`config.mk`:
```
export PLATFORM = sky130hd
export DESIGN_NAME = sliding_window_mean_peak
export DESIGN_NICKNAME = d
export VERILOG_FILES = /design/src/swmp_pkg.sv /design/src/swmp_ring.sv /design/src/swmp_alu.sv /design/src/sliding_window_mean_peak.sv
export SDC_FILE = /design/constraint.sdc
export NUM_CORES = 1
export LEC_CHECK = 0
export BUFFER_PORTS_ARGS = -buffer_cell sky130_fd_sc_hd__buf_2
export CORE_ASPECT_RATIO = 1.4
export CORE_UTILIZATION = 50
export CTS_BUF_LIST = sky130_fd_sc_hd__clkbuf_16
export CTS_CLUSTER_DIAMETER = 100
export DETAILED_ROUTE_END_ITERATION = 6
export GPL_TIMING_DRIVEN = 0
export PLACE_DENSITY = 0.67
export SLEW_MARGIN = 20
export SYNTH_ARGS = -nofsm -noshare
export SYNTH_HDL_FRONTEND = slang
export SYNTH_SLANG_ARGS = --single-unit
```
`constraint.sdc`:
```
create_clock -name clk -period 25.4 [get_ports clk]
set_input_delay 5.08 -clock clk [delete_from_list [all_inputs] [get_ports clk]]
set_output_delay 5.08 -clock clk [all_outputs]
set_load 0.03 [all_outputs]
```
`src/swmp_pkg.sv`:
```
// shared types and constants of the sliding window mean and peak block
`default_nettype none
package swmp_pkg;

  localparam int WINDOW_MAX_DEF  = 32;
  localparam int SAMPLE_BITS_DEF = 16;
  localparam int FRAC_BITS       = 8;
  localparam int LEN_BITS        = 6;
  localparam logic [LEN_BITS-1:0] LEN_RESET = 6'd5;

  typedef enum logic [2:0] {
    ST_IDLE,
    ST_DROP_RD,
    ST_DROP_SUB,
    ST_WRITE,
    ST_PEAK,
    ST_DIV,
    ST_DONE
  } state_t;

  typedef enum logic {
    ALU_ADD,
    ALU_SUB
  } alu_op_t;

  typedef struct packed {
    alu_op_t op;
    logic    mem_we;
  } ctrl_t;

endpackage
`default_nettype wire

```
`src/swmp_ring.sv`:
```
// sample ring memory, one write and one registered read per cycle
`default_nettype none
module swmp_ring #(
  parameter int DEPTH = 32,
  parameter int AW    = 5,
  parameter int DW    = 16
) (
  input  wire logic          clk,
  input  wire logic          we,
  input  wire logic [AW-1:0] waddr,
  input  wire logic [DW-1:0] wdata,
  input  wire logic [AW-1:0] raddr,
  output logic      [DW-1:0] rdata
);

  logic [DW-1:0] mem [DEPTH];

  always_ff @(posedge clk) begin
    if (we) begin
      mem[waddr] <= wdata;
    end
  end

  always_ff @(posedge clk) begin
    rdata <= mem[raddr];
  end

endmodule
`default_nettype wire

```
`src/swmp_alu.sv`:
```
// shared add/subtract unit with carry or borrow out
`default_nettype none
module swmp_alu #(
  parameter int W = 22
) (
  input  wire swmp_pkg::alu_op_t op,
  input  wire logic [W-1:0]      a,
  input  wire logic [W-1:0]      b,
  output logic      [W-1:0]      y,
  output logic                   co
);
  import swmp_pkg::*;

  logic [W:0] sum;

  always_comb begin
    unique case (op)
      ALU_ADD: sum = {1'b0, a} + {1'b0, b};
      ALU_SUB: sum = {1'b0, a} - {1'b0, b};
      default: sum = '0;
    endcase
  end

  // for subtraction the top bit is the borrow, i.e. a < b
  assign y  = sum[W-1:0];
  assign co = sum[W];

endmodule
`default_nettype wire

```
`src/sliding_window_mean_peak.sv`:
```
// sliding window mean and peak: sequencer, ring memory and shared add/subtract unit
// per word: accept, write to the ring, peak walk, divide for the mean, then the result word,
//   and when the window is full the oldest sample is read back and removed first;
//   the peak walk reads one ring entry per cycle, the mean takes one divide step per cycle
// throughput: no new word taken while one is at work
// reset: synchronous active low; window empty, window_length 5, no clearing pass needed
`default_nettype none
module sliding_window_mean_peak #(
  parameter int WINDOW_MAX  = swmp_pkg::WINDOW_MAX_DEF,
  parameter int SAMPLE_BITS = swmp_pkg::SAMPLE_BITS_DEF,
  localparam int CW     = $clog2(WINDOW_MAX + 1),
  localparam int MW     = SAMPLE_BITS + swmp_pkg::FRAC_BITS,
  localparam int IN_TW  = ((SAMPLE_BITS + 7) / 8) * 8,
  localparam int OF     = CW + MW + 3 * SAMPLE_BITS,
  localparam int OUT_TW = ((OF + 7) / 8) * 8
) (
  input  wire logic                          clk,
  input  wire logic                          rst_n,
  input  wire logic                          cfg_valid,
  output logic                               cfg_ready,
  input  wire logic [swmp_pkg::LEN_BITS-1:0] cfg_data,   // window_length
  input  wire logic                          in_tvalid,
  output logic                               in_tready,
  input  wire logic [IN_TW-1:0]              in_tdata,   // sample
  output logic                               out_tvalid,
  input  wire logic                          out_tready,
  output logic      [OUT_TW-1:0]             out_tdata   // count, mean_fixed, peak_value,
                                                         // oldest_value, newest_value
);
  import swmp_pkg::*;

  localparam int AW = (WINDOW_MAX > 1) ? $clog2(WINDOW_MAX) : 1;
  localparam int TW = SAMPLE_BITS + CW;
  localparam int DW = TW + FRAC_BITS;
  localparam int SW = $clog2(DW);
  localparam int PW = CW + 1;
  localparam int EW = (LEN_BITS > CW) ? LEN_BITS : CW;

  function automatic logic [AW-1:0] wrap_idx(input logic [PW-1:0] s);
    logic [PW-1:0] d;
    d = s - PW'(WINDOW_MAX);
    if (s >= PW'(WINDOW_MAX)) begin
      return d[AW-1:0];
    end
    return s[AW-1:0];
  endfunction

  state_t state_r, state_nxt;
  ctrl_t  ctrl;

  logic [LEN_BITS-1:0]    len_r;
  logic [AW-1:0]          head_r;
  logic [CW-1:0]          fill_r;
  logic [TW-1:0]          total_r;
  logic [SAMPLE_BITS-1:0] sample_r;
  logic [SAMPLE_BITS-1:0] peak_r;
  logic [SAMPLE_BITS-1:0] oldest_r;
  logic [CW-1:0]          issue_r;
  logic                   pend_r;
  logic                   first_r;
  logic [CW-1:0]          rem_r;
  logic [DW-1:0]          q_r;
  logic [SW-1:0]          step_r;
  logic                   out_valid_r;
  logic [OF-1:0]          out_data_r;

  logic [EW-1:0]          len_e;
  logic [CW-1:0]          len_eff;
  logic                   in_acc;
  logic                   cfg_acc;
  logic                   peak_done;
  logic                   div_last;
  logic                   out_free;

  logic [AW-1:0]          raddr;
  logic [AW-1:0]          waddr;
  logic [SAMPLE_BITS-1:0] rdata;
  logic [TW-1:0]          alu_a;
  logic [TW-1:0]          alu_b;
  logic [TW-1:0]          alu_y;
  logic                   alu_co;

  // 0 acts as 1, above the ring depth acts as the depth
  assign len_e = EW'(len_r);
  always_comb begin
    if (len_r == '0) begin
      len_eff = CW'(1);
    end else if (len_e > EW'(WINDOW_MAX)) begin
      len_eff = CW'(WINDOW_MAX);
    end else begin
      len_eff = CW'(len_r);
    end
  end

  assign in_acc    = in_tvalid & in_tready;
  assign cfg_acc   = cfg_valid & cfg_ready;
  assign peak_done = (issue_r == fill_r) & ~pend_r;
  assign div_last  = (step_r == SW'(DW - 1));
  assign out_free  = ~out_valid_r | out_tready;

  // next state
  always_comb begin
    state_nxt = state_r;
    unique case (state_r)
      ST_IDLE: begin
        if (in_acc) begin
          state_nxt = (fill_r >= len_eff) ? ST_DROP_RD : ST_WRITE;
        end
      end
      ST_DROP_RD:  state_nxt = ST_DROP_SUB;
      ST_DROP_SUB: state_nxt = ST_WRITE;
      ST_WRITE:    state_nxt = ST_PEAK;
      ST_PEAK: begin
        if (peak_done) begin
          state_nxt = ST_DIV;
        end
      end
      ST_DIV: begin
        if (div_last) begin
          state_nxt = ST_DONE;
        end
      end
      ST_DONE: begin
        if (out_free) begin
          state_nxt = ST_IDLE;
        end
      end
      default: state_nxt = ST_IDLE;
    endcase
  end

  // state outputs
  always_comb begin
    ctrl.op     = ALU_SUB;
    ctrl.mem_we = 1'b0;
    in_tready   = 1'b0;
    cfg_ready   = 1'b0;
    unique case (state_r)
      ST_IDLE: begin
        in_tready = ~cfg_valid;
        cfg_ready = 1'b1;
      end
      ST_WRITE: begin
        ctrl.op     = ALU_ADD;
        ctrl.mem_we = 1'b1;
      end
      default: ;
    endcase
  end

  // operand selection for the shared unit
  always_comb begin
    alu_a = total_r;
    alu_b = TW'(rdata);
    unique case (state_r)
      ST_WRITE: alu_b = TW'(sample_r);
      ST_PEAK:  alu_a = TW'(peak_r);
      ST_DIV: begin
        alu_a = TW'({rem_r, q_r[DW-1]});
        alu_b = TW'(fill_r);
      end
      default: ;
    endcase
  end

  assign waddr = wrap_idx(PW'(head_r) + PW'(fill_r));
  assign raddr = (state_r == ST_PEAK) ? wrap_idx(PW'(head_r) + PW'(issue_r)) : head_r;

  swmp_ring #(
    .DEPTH (WINDOW_MAX),
    .AW    (AW),
    .DW    (SAMPLE_BITS)
  ) u_ring (
    .clk   (clk),
    .we    (ctrl.mem_we),
    .waddr (waddr),
    .wdata (sample_r),
    .raddr (raddr),
    .rdata (rdata)
  );

  swmp_alu #(
    .W (TW)
  ) u_alu (
    .op (ctrl.op),
    .a  (alu_a),
    .b  (alu_b),
    .y  (alu_y),
    .co (alu_co)
  );

  // control state
  always_ff @(posedge clk) begin
    if (!rst_n) begin
      state_r     <= ST_IDLE;
      len_r       <= LEN_RESET;
      head_r      <= '0;
      fill_r      <= '0;
      total_r     <= '0;
      issue_r     <= '0;
      pend_r      <= 1'b0;
      first_r     <= 1'b0;
      step_r      <= '0;
      out_valid_r <= 1'b0;
    end else begin
      state_r <= state_nxt;
      if (cfg_acc) begin
        len_r   <= cfg_data;
        head_r  <= '0;
        fill_r  <= '0;
        total_r <= '0;
      end
      if ((state_r == ST_DONE) && out_free) begin
        out_valid_r <= 1'b1;
      end else if (out_tready) begin
        out_valid_r <= 1'b0;
      end
      unique case (state_r)
        ST_DROP_SUB: begin
          total_r <= alu_y;
          head_r  <= (head_r == AW'(WINDOW_MAX - 1)) ? '0 : head_r + AW'(1);
          fill_r  <= fill_r - CW'(1);
        end
        ST_WRITE: begin
          total_r <= alu_y;
          fill_r  <= fill_r + CW'(1);
          issue_r <= '0;
          pend_r  <= 1'b0;
          first_r <= 1'b1;
        end
        ST_PEAK: begin
          // one read issued per cycle, its data compared when the registered read returns
          pend_r <= (issue_r != fill_r);
          if (issue_r != fill_r) begin
            issue_r <= issue_r + CW'(1);
          end
          if (pend_r) begin
            first_r <= 1'b0;
          end
          step_r <= '0;
        end
        ST_DIV: begin
          step_r <= step_r + SW'(1);
        end
        default: ;
      endcase
    end
  end

  // payload
  always_ff @(posedge clk) begin
    if (in_acc) begin
      sample_r <= in_tdata[SAMPLE_BITS-1:0];
    end
    unique case (state_r)
      ST_WRITE: begin
        peak_r <= '0;
      end
      ST_PEAK: begin
        if (pend_r) begin
          if (alu_co) begin
            peak_r <= rdata;
          end
          if (first_r) begin
            oldest_r <= rdata;
          end
        end
        if (peak_done) begin
          rem_r <= '0;
          q_r   <= {total_r, FRAC_BITS'(0)};
        end
      end
      ST_DIV: begin
        // restoring divide step: keep the difference when no borrow
        if (alu_co) begin
          rem_r <= CW'(alu_a);
          q_r   <= {q_r[DW-2:0], 1'b0};
        end else begin
          rem_r <= CW'(alu_y);
          q_r   <= {q_r[DW-2:0], 1'b1};
        end
      end
      ST_DONE: begin
        if (out_free) begin
          out_data_r <= {sample_r, oldest_r, peak_r, q_r[MW-1:0], fill_r};
        end
      end
      default: ;
    endcase
  end

  assign out_tvalid = out_valid_r;
  assign out_tdata  = OUT_TW'(out_data_r);

  a_fill_in_range: assert property (@(posedge clk) disable iff (!rst_n)
    fill_r <= len_eff)
    else $error("window fill above its length");

  a_cfg_empties: assert property (@(posedge clk) disable iff (!rst_n)
    cfg_acc |=> (fill_r == '0) && (total_r == '0) && (head_r == '0))
    else $error("length write did not empty the window");

  a_empty_total: assert property (@(posedge clk) disable iff (!rst_n)
    (fill_r == '0) |-> (total_r == '0))
    else $error("empty window with nonzero total");

  a_out_from_done: assert property (@(posedge clk) disable iff (!rst_n)
    $rose(out_valid_r) |-> $past(state_r == ST_DONE))
    else $error("result word raised outside the finish step");

endmodule
`default_nettype wire
```
After elaboration in Yosys (flattened, before gate mapping)
Memory sizes are Yosys's and may differ from the RTL's. A register that Yosys moved wholly into a read port is not among the register bits.
Cells that the tools add are included.
- output and inout bits: 83
- logic and storage cells: 121
- memories kept: 1
- input bits: 27
- register bits: 218
- RAM bits: 512
- memories (memory ; words ; bits a word ; read ports ; clocked after Yosys merged registers in ; wr ports ; RTL line ; RTL):
    u_ring.mem ; 32 ; 16 ; 1 ; 1 ; 1 ; swmp_ring.sv:16 ; logic [DW-1:0] mem [DEPTH];
- eq/ne operators: 17
- reductions and logical operators: 17
- order comparisons: 4
- bitwise gates (word level): 8
- add/subtract/negate cells: 11
- mux-type cells: 47
- operators with widths (operator ; number):
    one-hot mux 16 bit (2 select lines) ; 2
    one-hot mux 30 bit (2 select lines) ; 1
    one-hot mux 23 bit (2 select lines) ; 1
    two-way mux 22 bit ; 2
    one-hot mux 22 bit (2 select lines) ; 1
    two-way mux 5 bit ; 8
    two-way mux 6 bit ; 6
    one-hot mux 6 bit (2 select lines) ; 3
    two-way mux 16 bit ; 2
    two-way mux 30 bit ; 1
    adder 22 x 16 -> 23 bit ; 1
    subtractor 22 x 16 -> 23 bit ; 1
    one-hot mux 3 bit (7 select lines) ; 1
    adder 5 x 6 -> 7 bit ; 2
    greater-or-equal comparator 7 x 6 -> 1 bit (second input constant) ; 2
    adder 6 x 1 -> 6 bit (second input constant) ; 2
    two-way mux 3 bit ; 4
    adder 5 x 1 -> 5 bit (second input constant) ; 2
    == test 5 bit (second input constant) ; 2
    two-way mux 1 bit ; 10
    inequality test 2 bit (second input constant) ; 5
    one-hot mux 5 bit (2 select lines) ; 1
    nonzero test 2 bit ; 5
    subtractor 5 x 1 -> 5 bit (second input constant) ; 2
    22 further kinds ; 37

Longest topological paths before layout
- depth after elaboration: 7
- mapped depth: 24
- depth with buffers taken out: 21

Modules after synthesis
From an unflattened synthesis, not the netlist that was laid out.
- cells, all modules: 2129
- area total of the unflattened synthesis: 31293.8 µm²
- by module, submodules not included (module ; cells an instance ; instances ; sequential area each (µm²) ; area each (µm²)):
    swmp_ring ; 1143 ; 1 ; 15695.1 ; 20535.9
    sliding_window_mean_peak ; 753 ; 1 ; 5985.7 ; 9131.3
    swmp_alu ; 233 ; 1 ; 0.0 ; 1626.6

Worst setup path after synthesis
No wires, ideal clock.
- path type: input to register
- start: input port out_tready
- end: register out_data_r[0] (enable)
- library setup time: 0.626 ns
- arrival time: 10.900 ns
- setup slack: 13.874 ns
- buffers on the path: 0
- stages: 2
- data required time: 24.774 ns
- cell sequence: nand2b_1 -> nor3b_1
- longest elaborated chain between the ends: 2
- ends and longest elaborated chain (what ; RTL line ; RTL):
    start, declared ; sliding_window_mean_peak.sv:26 ; input wire logic out_tready,
    bitwise OR 1 bit ; sliding_window_mean_peak.sv:99 ; assign out_free = ~out_valid_r | out_tready;
    AND reduction 2 bit (no line) ; n/a ;
    end signal, assigned ; sliding_window_mean_peak.sv:285 ; out_data_r <= {sample_r, oldest_r, peak_r, q_r[MW-1:0], fill_r};
    end, declared ; sliding_window_mean_peak.sv:65 ; logic [OF-1:0] out_data_r;
Every way passes these cells.
A chain may end at the register's enable or synchronous reset.

Worst setup path in the final report
- start: input port cfg_valid
- end: output port in_tready
- longest elaborated chain between the ends: 2
- ends and longest elaborated chain (what ; RTL line ; RTL):
    start, declared ; sliding_window_mean_peak.sv:19 ; input wire logic cfg_valid,
    inverter 1 bit ; sliding_window_mean_peak.sv:140 ; in_tready = ~cfg_valid;
    two-way mux 1 bit ; sliding_window_mean_peak.sv:138 ; unique case (state_r)
    end, declared ; sliding_window_mean_peak.sv:23 ; output logic in_tready,
Every way passes these cells.

==> metrics.txt <==
fraction of layout cells with a size suffix above 1 approximately a fifth; Worst Setup End Kind output pin; area of the core slightly above 0.06 sq mm; R2R cell count 22; first-pass GRT wire length approximately 110 mm; top cell type's share of synthesized area between 60% and 70%; TritonCTS clock tree built; design area approximately 0.036 sq mm; relative slew slack between 20% and 30%; Critical R2R Capture peak_r[15]; most frequent cell after synthesis edfxtp_1; largest net degree at the start of global routing 26; Fin Setup TNS 0 ps; Post-Synth XOR/XNOR Area about 1.6%; Synth Area in Compound Gates under 10%; ANT cells 0; Cell Count, Final, Fillers Out around 3100; Post-Synthesis Cells roughly 2000; die height between 200 and 300 um; Max Root-Sink Buffers 3; max cap viols 0; Remaining Overflow, GRT 0; Reg-to-Reg Start state_r[1]; worst slew pin tran 1060 ps; Synth cell types a little under 80; failing checks DRC; Area Growth Syn to Fin 15.7%; Syn Area/Cell 15.7 sq um; commonest cells in the netlist edfxtp_1, nand2_1, mux2i_1, nor2_1, dfxtp_1; DR iter-0 viols approximately 1400; Setup Crit Path Kind in -> out; fmax between 0.09 and 0.1 GHz; routed vias 17900; H-tree depth 3; drt drc 1; synth warn 0; Worst Clk Skew around 30 ps; Initial Utilization 50.6%; mapped cell area around 0.03 sq mm; Synth Area in Adders under 10%; Setup Buffers After CTS 0; Detail Route Antenna Nets 0; leading area contributor after synthesis edfxtp_1; DIE AREA between 0.06 and 0.07 sq mm; CP Launch Type input pin; Min-Delay Startpoint oldest_r[1]; Synth area leaders edfxtp_1, mux4_2, dfxtp_1; row cnt around 110; Vias/cell 5.82; Port Buffers ~110; mux cell area share after synthesis 9.07%; number of synthesized flops with an enable pin 674; Min-Delay Path Class reg -> reg; post-DP HPWL about 57 mm; P per Cell Area between 90 and 100 mW/mm^2; Worst-path clk slew roughly 60 ps; Cell Area, Placed 0.0333 sq mm; post-synthesis sequential area ratio 70.4%; Power Total about 3.4 mW; Synth Area in Simple Gates around 7.3%; final max-slew violation count 0; First-pass DRT Iterations 7; post_cts resized 0; post-DR wirelength/cell between 20 and 30 um; placed insts about 2900; crit path DAT 5760 ps; Setup-failing EPs final 0; CTS Hold Bufs 0; reg2reg setup slack 19690 ps; Hold Path Stages 0; Hold EP out_data_r[47]; initial antenna violation count 0; CTS root buf clkbuf_16; Post-Route WL around 78 mm; Synth Flop Type edfxtp_1; clk_lat worst skew 620 ps; Total GRT Usage between 20 and 30%; Die X-Extent 212 um; nets@finish 2274; FFs w/ async S/R, synth 0%; crit path max fanout 5; outcome finished with violations; Yosys reg bits around 750; vias in the first global route between 15000 and 20000; Lkg Pwr approximately 12 nW; CTS sink cnt approximately 750; Critical Path Start cfg_valid; cts bufs inserted 70; largest family of logic cells by synthesized area multiplexers; routability cong. roughly 0.96; RSZ-0062 raised after global routing false; final hold violation count 0; final period utilization between 40% and 50%; Crit path required time approximately 20000 ps; VDD IR max 0.0825 mV; fin crit period between 10000 and 15000 ps; I/O pin cnt 110
==> cell families (layout without fill, tap and decap cells) <==
kind of cell / count (synthesis) / count (layout)
buffers and inverters: 117 / 406
adder cells (fa/ha/maj): 50 / 50
AND/OR/NAND/NOR: 464 / 464
other: 1 / 2
XOR/XNOR: 57 / 57
multiplexers: 192 / 192
flip-flops: 746 / 746
AO/OA/AOI/OAI: 334 / 334
==> critical path: stages <==
cell and delay, ps:
buf_2 140, nor4_1 280, buf_2 270
==> cell usage in the layout (no fill, tap or decap), drive strengths merged, types with 46 or more instances in the layout <==
| cell type | Yosys | final |
|---|---|---|
| edfxtp | 674 | 674 |
| buf | 47 | 210 |
| nand2 | 184 | 184 |
| clkbuf | 53 | 124 |
| mux2i | 109 | 109 |
| nor2 | 98 | 98 |
| dfxtp | 72 | 72 |
| mux4 | 65 | 65 |
| a21oi | 63 | 63 |
| and2 | 50 | 50 |
| nor2b | 46 | 46 |
| ha | 46 | 46 |
==> flip-flops by register name (all words and copies together) (netlist names) <==
register	flops
pend_r	1
u_ring.rdata	16
rem_r	6
peak_r	16
issue_r	6
len_e	6
q_r	30
u_ring.mem	512
first_r	1
state_r	3
oldest_r	16
total_r	22
step_r	5
out_tvalid	1
head_r	5
fill_r	6
sample_r	16
out_data_r	78
==> per-stage QoR <==
stage	worst slack [ps]	hold slack (ps)	util (%)
after CTS	14550	419	58.5
after global placement	11360	406	53.1
after detailed placement	14550	405	54.6
final	14560	418	58.5
after global routing	14500	421	58.5
after floorplan	13870	400	-
==> per-layer routing <==
| metal | share of wire (%) | track usage [%] | vias to the layer above | wire length, um |
|---|---|---|---|---|
| li1 | - | - | 8093 | - |
| met1 | 38 | 28.8 | 9037 | 29200 |
| met4 | 5.5 | 14.2 | 0 | 4280 |
| met5 | 0 | 0 | - | 0 |
| met3 | 4.2 | 2.76 | 164 | 3220 |
| met2 | 53 | 45.9 | 558 | 41000 |
==> worst max-delay path by stage <==
stage / end / slack, ps / cells after the start
5_1_grt: in_tready / 14500 / 3
4_1_cts: in_tready / 14550 / 3
3_3_place_gp: out_data_r[56] / 11360 / 3
6_report: in_tready / 14560 / 3
3_5_place_dp: in_tready / 14550 / 3
2_1_floorplan: out_data_r[0] / 13870 / 2
==> where the power goes <==
group,internal (mW),total (mW),switching [mW],leakage [nW]
combinational,0.341,0.859,0.518,4.62
clock,0.634,1.09,0.452,1.19
sequential,1.41,1.47,0.0633,6.67
==> cell type report <==
type	instances	area, sq um
Clock buffer	71	1780
Clock inverter	55	602
Tap cell	817	1020
Inverter	17	66.3
Multi-Input combinational cell	1099	8680
Timing Repair Buffer	163	1310
Sequential cell	746	21700
Fill cell	4619	25300
Buffer	100	500
Note: power is estimated with default switching activity, not from simulation.
